**config.mk**
```make
export PLATFORM = sky130hd
export DESIGN_NAME = ansi_attribute_quantizer
export DESIGN_NICKNAME = d
export VERILOG_FILES = /design/src/hw/rtl/aaq_pkg.sv /design/src/hw/rtl/ansi_attribute_quantizer.sv /design/src/hw/rtl/aaq_nearest.sv /design/src/hw/rtl/aaq_fixup.sv
export SDC_FILE = /design/constraint.sdc
export NUM_CORES = 1
export LEC_CHECK = 0
export BUFFER_PORTS_ARGS = -buffer_cell sky130_fd_sc_hd__buf_2
export CORE_UTILIZATION = 45
export DETAILED_ROUTE_END_ITERATION = 7
export PLACE_DENSITY = 0.6
export SLEW_MARGIN = 10
export SYNTH_ARGS = -nofsm -noshare
export SYNTH_HDL_FRONTEND = slang
export SYNTH_SLANG_ARGS = --single-unit
```
**constraint.sdc**
```tcl
create_clock -name clk_i -period 15.4 [get_ports clk_i]
set_input_delay 0.77 -clock clk_i [delete_from_list [all_inputs] [get_ports clk_i]]
set_output_delay 0.77 -clock clk_i [all_outputs]
set_load 0.05 [all_outputs]
```
**src/hw/rtl/aaq_pkg.sv**
```systemverilog
package aaq_pkg;

  // Palette geometry
  localparam int PaletteMax  = 16;
  localparam int PaletteSizeDefault = 16;
  localparam int IdxW        = 4;
  localparam int Levels      = $clog2(PaletteMax);
  localparam int ChanW       = 8;
  localparam int DistW       = 10;
  localparam int ThreshW     = 10;
  localparam int AttrW       = 8;

  // Palette channel levels
  localparam logic [ChanW-1:0] LevelOff = 8'd0;
  localparam logic [ChanW-1:0] LevelLo  = 8'd85;
  localparam logic [ChanW-1:0] LevelHi  = 8'd170;
  localparam logic [ChanW-1:0] LevelMax = 8'd255;

  // Glyph codes
  localparam logic [ChanW-1:0] GlyphSpace = 8'd32;
  localparam logic [ChanW-1:0] GlyphHigh  = 8'd128;

  localparam logic [ThreshW-1:0] ThreshReset = 10'd10;

  typedef struct packed {
    logic [ChanW-1:0] red;
    logic [ChanW-1:0] green;
    logic [ChanW-1:0] blue;
  } rgb_t;

  typedef struct packed {
    logic [IdxW-1:0]  idx;
    logic [DistW-1:0] distance;
  } near_t;

  // Cell after the palette search, before fix-up
  typedef struct packed {
    logic [ChanW-1:0] glyph;
    near_t            fg;
    near_t            bg;
    logic             row_start;
  } cell_t;

  // Finished result
  typedef struct packed {
    logic [ChanW-1:0] glyph;
    logic [AttrW-1:0] attr;
    logic             far_color;
  } result_t;

  // Fixed 16-color ANSI palette
  function automatic rgb_t palette_rgb(input logic [IdxW-1:0] idx);
    rgb_t c;
    unique case (idx)
      4'd0:  c = '{LevelOff, LevelOff, LevelOff};
      4'd1:  c = '{LevelHi,  LevelOff, LevelOff};
      4'd2:  c = '{LevelOff, LevelHi,  LevelOff};
      4'd3:  c = '{LevelHi,  LevelLo,  LevelOff};
      4'd4:  c = '{LevelOff, LevelOff, LevelHi};
      4'd5:  c = '{LevelHi,  LevelOff, LevelHi};
      4'd6:  c = '{LevelOff, LevelHi,  LevelHi};
      4'd7:  c = '{LevelHi,  LevelHi,  LevelHi};
      4'd8:  c = '{LevelLo,  LevelLo,  LevelLo};
      4'd9:  c = '{LevelMax, LevelLo,  LevelLo};
      4'd10: c = '{LevelLo,  LevelMax, LevelLo};
      4'd11: c = '{LevelMax, LevelMax, LevelLo};
      4'd12: c = '{LevelLo,  LevelLo,  LevelMax};
      4'd13: c = '{LevelMax, LevelLo,  LevelMax};
      4'd14: c = '{LevelLo,  LevelMax, LevelMax};
      default: c = '{LevelMax, LevelMax, LevelMax};
    endcase
    return c;
  endfunction

  function automatic logic [ChanW-1:0] abs_diff(input logic [ChanW-1:0] a,
                                                input logic [ChanW-1:0] b);
    return (a >= b) ? (a - b) : (b - a);
  endfunction

  // Sum of absolute channel differences to one palette entry
  function automatic logic [DistW-1:0] color_dist(input rgb_t c,
                                                  input logic [IdxW-1:0] idx);
    rgb_t p;
    p = palette_rgb(idx);
    return {2'b00, abs_diff(c.red, p.red)}
         + {2'b00, abs_diff(c.green, p.green)}
         + {2'b00, abs_diff(c.blue, p.blue)};
  endfunction

endpackage

```
**src/hw/rtl/ansi_attribute_quantizer.sv**
```systemverilog
// ANSI attribute quantizer: text cells in, glyph and attribute bytes out.
// Input stream carries one cell per request: tdata holds the glyph and the
// foreground and background RGB bytes, tuser marks the first cell of a row.
// Output stream carries the fixed-up glyph and the attribute byte (background
// index high nibble, foreground index low nibble); tuser flags a cell whose
// nearest palette color lies beyond the warn threshold.
// Throughput is one cell per clock while the receiver takes results. The
// registers are the input register, the palette search register (two compare
// trees over the palette) and the fix-up register. Only the 8-bit previous
// attribute feeds back, and it is updated as a cell enters the fix-up
// register. The threshold must be written through cfg_we_i/cfg_wdata_i only
// while the block is idle; the block does not enforce this. Reset empties all
// three stages, sets the threshold to 10 and the previous attribute to 0.
// When the receiver stalls, each stage keeps its cell; s_axis_tready drops
// once the input stage holds a cell and the fix-up result is not taken.
module ansi_attribute_quantizer #(
  parameter int PALETTE_SIZE = aaq_pkg::PaletteSizeDefault
) (
  input  logic        clk_i,
  input  logic        rst_ni,
  input  logic        cfg_we_i,
  input  logic [9:0]  cfg_wdata_i,
  input  logic        s_axis_tvalid,
  output logic        s_axis_tready,
  // glyph[7:0], fg_red[15:8], fg_green[23:16], fg_blue[31:24],
  // bg_red[39:32], bg_green[47:40], bg_blue[55:48]
  input  logic [55:0] s_axis_tdata,
  // row_start[0]
  input  logic [0:0]  s_axis_tuser,
  output logic        m_axis_tvalid,
  input  logic        m_axis_tready,
  // glyph_out[7:0], attribute[15:8]
  output logic [15:0] m_axis_tdata,
  // far_color[0]
  output logic [0:0]  m_axis_tuser
);

  logic [aaq_pkg::ThreshW-1:0] thresh_q;

  logic             a_vld_q, a_rdy;
  logic [55:0]      a_data_q;
  logic             a_row_q;
  aaq_pkg::rgb_t    fg_rgb, bg_rgb;
  aaq_pkg::near_t   fg_near, bg_near;

  logic             b_vld_q, b_rdy;
  aaq_pkg::cell_t   b_cell_q;

  aaq_pkg::result_t res;

  // Threshold register
  always_ff @(posedge clk_i or negedge rst_ni) begin
    if (!rst_ni) begin
      thresh_q <= aaq_pkg::ThreshReset;
    end else if (cfg_we_i) begin
      thresh_q <= cfg_wdata_i;
    end
  end

  // Input stage
  assign a_rdy         = !a_vld_q || b_rdy;
  assign s_axis_tready = a_rdy;

  always_ff @(posedge clk_i or negedge rst_ni) begin
    if (!rst_ni) begin
      a_vld_q <= 1'b0;
    end else if (a_rdy) begin
      a_vld_q <= s_axis_tvalid;
    end
  end

  always_ff @(posedge clk_i) begin
    if (a_rdy && s_axis_tvalid) begin
      a_data_q <= s_axis_tdata;
      a_row_q  <= s_axis_tuser[0];
    end
  end

  // Palette search for both colors
  assign fg_rgb = '{a_data_q[15:8], a_data_q[23:16], a_data_q[31:24]};
  assign bg_rgb = '{a_data_q[39:32], a_data_q[47:40], a_data_q[55:48]};

  aaq_nearest #(.PALETTE_SIZE(PALETTE_SIZE)) u_near_fg (
    .color_i (fg_rgb),
    .near_o  (fg_near)
  );

  aaq_nearest #(.PALETTE_SIZE(PALETTE_SIZE)) u_near_bg (
    .color_i (bg_rgb),
    .near_o  (bg_near)
  );

  // Search result stage
  always_ff @(posedge clk_i or negedge rst_ni) begin
    if (!rst_ni) begin
      b_vld_q <= 1'b0;
    end else if (b_rdy) begin
      b_vld_q <= a_vld_q;
    end
  end

  always_ff @(posedge clk_i) begin
    if (b_rdy && a_vld_q) begin
      b_cell_q.glyph     <= a_data_q[7:0];
      b_cell_q.fg        <= fg_near;
      b_cell_q.bg        <= bg_near;
      b_cell_q.row_start <= a_row_q;
    end
  end

  // Fix-up and output register
  aaq_fixup u_fixup (
    .clk_i        (clk_i),
    .rst_ni       (rst_ni),
    .thresh_i     (thresh_q),
    .cell_valid_i (b_vld_q),
    .cell_ready_o (b_rdy),
    .cell_i       (b_cell_q),
    .res_valid_o  (m_axis_tvalid),
    .res_ready_i  (m_axis_tready),
    .res_o        (res)
  );

  assign m_axis_tdata = {res.attr, res.glyph};
  assign m_axis_tuser = res.far_color;

endmodule

```
**src/hw/rtl/aaq_nearest.sv**
```systemverilog
module aaq_nearest #(
  parameter int PALETTE_SIZE = aaq_pkg::PaletteSizeDefault
) (
  input  aaq_pkg::rgb_t  color_i,
  output aaq_pkg::near_t near_o
);

  localparam int N = aaq_pkg::PaletteMax;
  localparam int L = aaq_pkg::Levels;

  logic [aaq_pkg::DistW-1:0] lvl_dist [L+1][N];
  logic [aaq_pkg::IdxW-1:0]  lvl_idx  [L+1][N];
  logic                      lvl_vld  [L+1][N];

  // Compare tree over the palette; lower index wins a tie
  always_comb begin
    for (int p = 0; p < N; p++) begin
      lvl_dist[0][p] = aaq_pkg::color_dist(color_i, aaq_pkg::IdxW'(p));
      lvl_idx[0][p]  = aaq_pkg::IdxW'(p);
      lvl_vld[0][p]  = (p < PALETTE_SIZE);
    end
    for (int l = 1; l <= L; l++) begin
      for (int k = 0; k < N; k++) begin
        lvl_dist[l][k] = '0;
        lvl_idx[l][k]  = '0;
        lvl_vld[l][k]  = 1'b0;
      end
      for (int k = 0; k < N / 2; k++) begin
        if (k < (N >> l)) begin
          if (lvl_vld[l-1][2*k+1] &&
              (!lvl_vld[l-1][2*k] || (lvl_dist[l-1][2*k+1] < lvl_dist[l-1][2*k]))) begin
            lvl_dist[l][k] = lvl_dist[l-1][2*k+1];
            lvl_idx[l][k]  = lvl_idx[l-1][2*k+1];
          end else begin
            lvl_dist[l][k] = lvl_dist[l-1][2*k];
            lvl_idx[l][k]  = lvl_idx[l-1][2*k];
          end
          lvl_vld[l][k] = lvl_vld[l-1][2*k] | lvl_vld[l-1][2*k+1];
        end
      end
    end
  end

  assign near_o.idx      = lvl_idx[L][0];
  assign near_o.distance = lvl_dist[L][0];

endmodule

```
**src/hw/rtl/aaq_fixup.sv**
```systemverilog
module aaq_fixup (
  input  logic                        clk_i,
  input  logic                        rst_ni,
  input  logic [aaq_pkg::ThreshW-1:0] thresh_i,
  input  logic                        cell_valid_i,
  output logic                        cell_ready_o,
  input  aaq_pkg::cell_t              cell_i,
  output logic                        res_valid_o,
  input  logic                        res_ready_i,
  output aaq_pkg::result_t            res_o
);

  logic                      res_vld_q;
  aaq_pkg::result_t          res_q, res_d;
  logic [aaq_pkg::AttrW-1:0] prev_attr_q;
  logic                      take;

  assign cell_ready_o = !res_vld_q || res_ready_i;
  assign take         = cell_valid_i && cell_ready_o;

  // Apply row fix-up against the previous final attribute
  always_comb begin
    res_d.glyph     = cell_i.glyph;
    res_d.attr      = {cell_i.bg.idx, cell_i.fg.idx};
    res_d.far_color = (cell_i.fg.distance > thresh_i) || (cell_i.bg.distance > thresh_i);
    if (!cell_i.row_start) begin
      if (cell_i.fg.idx == cell_i.bg.idx) begin
        res_d.glyph = aaq_pkg::GlyphSpace;
      end
      if ((res_d.glyph < aaq_pkg::GlyphSpace) || (res_d.glyph >= aaq_pkg::GlyphHigh)) begin
        res_d.attr = prev_attr_q;
      end else if (res_d.glyph == aaq_pkg::GlyphSpace) begin
        res_d.attr = {res_d.attr[7:4], prev_attr_q[3:0]};
      end
    end
  end

  // Hold result valid until the downstream takes it
  always_ff @(posedge clk_i or negedge rst_ni) begin
    if (!rst_ni) begin
      res_vld_q   <= 1'b0;
      prev_attr_q <= '0;
    end else begin
      if (cell_ready_o) begin
        res_vld_q <= cell_valid_i;
      end
      if (take) begin
        prev_attr_q <= res_d.attr;
      end
    end
  end

  always_ff @(posedge clk_i) begin
    if (take) begin
      res_q <= res_d;
    end
  end

  assign res_valid_o = res_vld_q;
  assign res_o       = res_q;

endmodule

```
==> results by group <==
Synthesis
  • Mapped Area: 0.0327 mm²
  • Synthesized Nets: 4821
  • Avg Cell Area, Syn: 8.14 µm²
  • Leading area contributor after synthesis: ha_1
  • EDFF count, synth: 111
  • Yosys warns: 0
  • Mapped Cells: 4023
  • Yosys reg bits: 132
  • Most used DFF post-synth: edfxtp_1
  • Top-area cell type share of the netlist area: 25.8%
  • Top post-synthesis cells by area: ha_1 26%, edfxtp_1 10%, xnor2_1 6.9%
  • Seq/Total Area, Yosys: 11.8%
  • Synth cell types: 101
  • Fraction of registers with async set/reset: 15.9%

STA
  • Final Setup Violations: 0
  • Setup TNS: 0 ps
  • Tightest Pin Transition: 1110 ps
  • Worst hold slack: 245 ps
  • Relative slew slack: 25.8%
  • RSZ-0062 raised after global routing: false
  • Fmax: 73.8 MHz
  • Final Hold Viols: 0
  • Final period util: 88.0%
  • Min cycle time layout: 13550 ps
  • Post-route clock skew: 45.7 ps
  • Slew Viols, Final: 0

Floorplan
  • Die height: 272 µm
  • Die Area: 0.0738 mm²
  • Die Wd: 272 µm
  • I/O pin count: 91
  • Initial Util: 45.6%
  • Core area: 0.0717 mm²
  • Row count: 98

Setup path
  • Setup crit end kind: register
  • Critical path required time: 15630 ps
  • Critical Path AT: 13780 ps
  • Crit path max-delay cell type: o41ai_4
  • Cell mode on critical path: ha_1
  • CP Max Fanout: 17
  • Kind of critical path: reg -> reg
  • Max stage delay on crit path: 1020 ps
  • Worst Setup Start Kind: register

Clock tree
  • Clk slew on worst S/H paths: 70 ps
  • Post_cts resized: 0
  • Clock net sink count: 132
  • Num CTS Buffers: 17
  • Hold Buf Count CTS: 0
  • Clock H-tree levels: 4
  • CTS tree: built
  • Worst skew pair latency: 520 ps
  • Setup bufs post-CTS: 0
  • Max Buffers Root-to-Sink: 2
  • Clock Tree Root: clkbuf_16

Detailed routing
  • DRC Markers: 0
  • Initial DRC count: 1969
  • Final ANT Viol Nets: 0
  • Drt total wl: 94.9 mm
  • Vias: 28700
  • Vias per cell: 5.69
  • Routed WL per cell: 18.8 µm
  • Initial DRT Pass Iterations: 5

Placed design
  • Port Buffer Count: 90
  • Post-DP Area: 0.0343 mm²
  • RePlAce Congestion: 0.931
  • Hpwl dp: 80.0 mm

Final layout
  • Storage element area: 0.00386 mm²
  • Ant diodes: 0
  • Fin area: 0.0349 mm²
  • Multi-input gate area: 0.0271 mm²
  • Final Net Count: 4885
  • Fill cells: 7020
  • Area Overhead vs Synth: 6.59%
  • Share of layout cells above drive strength 1: 6.05%
  • Core Util, Final: 48.6%

Run status
  • Status: complete, no violations

Global routing
  • Initial antenna violation count: 2
  • First-pass GRT wire length: 150 mm
  • Largest net degree at the start of global routing: 58
  • Overall routing resource usage: 25.6%
  • Gr ovfl total: 0
  • Vias in the first global route: 26900

Min path
  • Hold Crit Class: in -> async

Job
  • # Max-Cap Violations: 0
## per-layer routing
layer | track usage [%] | vias to the layer above | share of wire, %
li1 | - | 14700 | -
met1 | 36.9 | 13300 | 50
met4 | 5.93 | 0 | 1.8
met2 | 40.2 | 683 | 43
met3 | 3.17 | 85 | 5.1
met5 | 0 | - | 0
## cell type report
class                           count  area share (%)
Clock inverter                     15           0.534
Multi-Input combinational cell   3440            77.8
Clock buffer                       17            1.22
Tap cell                          950            3.41
Sequential cell                   132            11.1
Inverter                          376            4.04
Timing Repair Buffer              120            1.94
## worst max-delay path, delay by kind of cell (launching register included)
kind	cells	cell delay, ps
buf+inv	4	420
compound gates	25	6280
flops	1	720
simple gates	9	1520
mux	3	1070
xor+xnor	2	370
fa+ha+maj	9	2880
## kinds of logic after synthesis
logic type | Yosys count | synth area share [%]
AO/OA/AOI/OAI | 1314 | 25.8
XOR/XNOR | 372 | 9.98
adder cells (fa/ha/maj) | 740 | 29.3
buffers and inverters | 451 | 5.33
flip-flops | 132 | 11.8
multiplexers | 197 | 6.26
AND/OR/NAND/NOR | 817 | 11.5
## path summary, 6_finish.rpt
check | from | endpoint | slack [ps] | cells past startpoint
worst max-delay path | a_data_q[41]$_DFFE_PP_ | b_cell_q[4]$_DFFE_PP_ | 1850 | 52
worst min-delay path | rst_ni | thresh_q[9]$_DFFE_PN0P_ | 240 | 1
worst max register to register | a_data_q[41]$_DFFE_PP_ | b_cell_q[4]$_DFFE_PP_ | 1850 | 52
worst min register to register | a_data_q[7]$_DFFE_PP_ | b_cell_q[36]$_DFFE_PP_ | 420 | 0
max in group asynchronous | rst_ni | thresh_q[1]$_DFFE_PN1P_ | 14800 | 1
min in group clk_i | s_axis_tdata[1] | a_data_q[1]$_DFFE_PP_ | 420 | 1
## cells in the mapped netlist (27+ instances only)
cell type / n
a21o_1: 178
a211oi_1: 32
nand2b_1: 56
o21a_1: 97
inv_1: 372
o21ai_0: 232
mux2i_1: 149
xor2_1: 112
nand4_1: 27
edfxtp_1: 111
fa_1: 50
o211ai_1: 28
o21bai_1: 105
nand2_1: 184
clkbuf_1: 49
nand3_1: 57
nor3_1: 52
a21oi_1: 451
mux2_2: 43
ha_1: 676
nor2_1: 305
xnor2_1: 259
nor2b_1: 51
## placed cells by master (no fill, tap or decap), types with 15 or more instances in the layout
cell	synthesis	routed
nor3_1	52	52
nand4_1	27	27
o31ai_1	18	16
clkbuf_16	0	17
a31oi_1	23	23
a21o_1	178	178
nand2b_1	56	56
o21a_1	97	97
a211oi_1	32	32
nand3_1	57	57
xnor2_1	259	259
edfxtp_1	111	111
buf_4	3	30
and3_1	15	15
o21bai_1	105	105
fa_1	50	50
o211ai_1	28	28
dfrtp_1	19	19
and2_1	23	21
mux2i_1	149	149
nand2_1	184	184
nor2_1	305	305
ha_1	676	676
a21oi_1	451	451
o21ai_0	232	232
mux2_2	43	43
buf_2	14	90
nor2b_1	51	51
xor2_1	112	112
inv_1	372	372
## registers in the layout, summed over array words and instances, names as in the netlist
signal,flops
a_row_q,1
a_data_q,56
a_vld_q,1
u_fixup.res_valid_o,1
thresh_q,10
b_cell_q,37
b_vld_q,1
u_fixup.res_o,17
u_fixup.prev_attr_q,8
## stage by stage
step,cells,setup slack [ps]
6_report,5050,1850
5_1_grt,5050,858
4_1_cts,5050,1960
3_5_place_dp,5018,2010
3_3_place_gp,5018,2150
2_1_floorplan,4023,3490
Power is left out: the tool's default activity adds up to more than one toggle a clock period on the data nets, which glitch-free logic cannot reach.
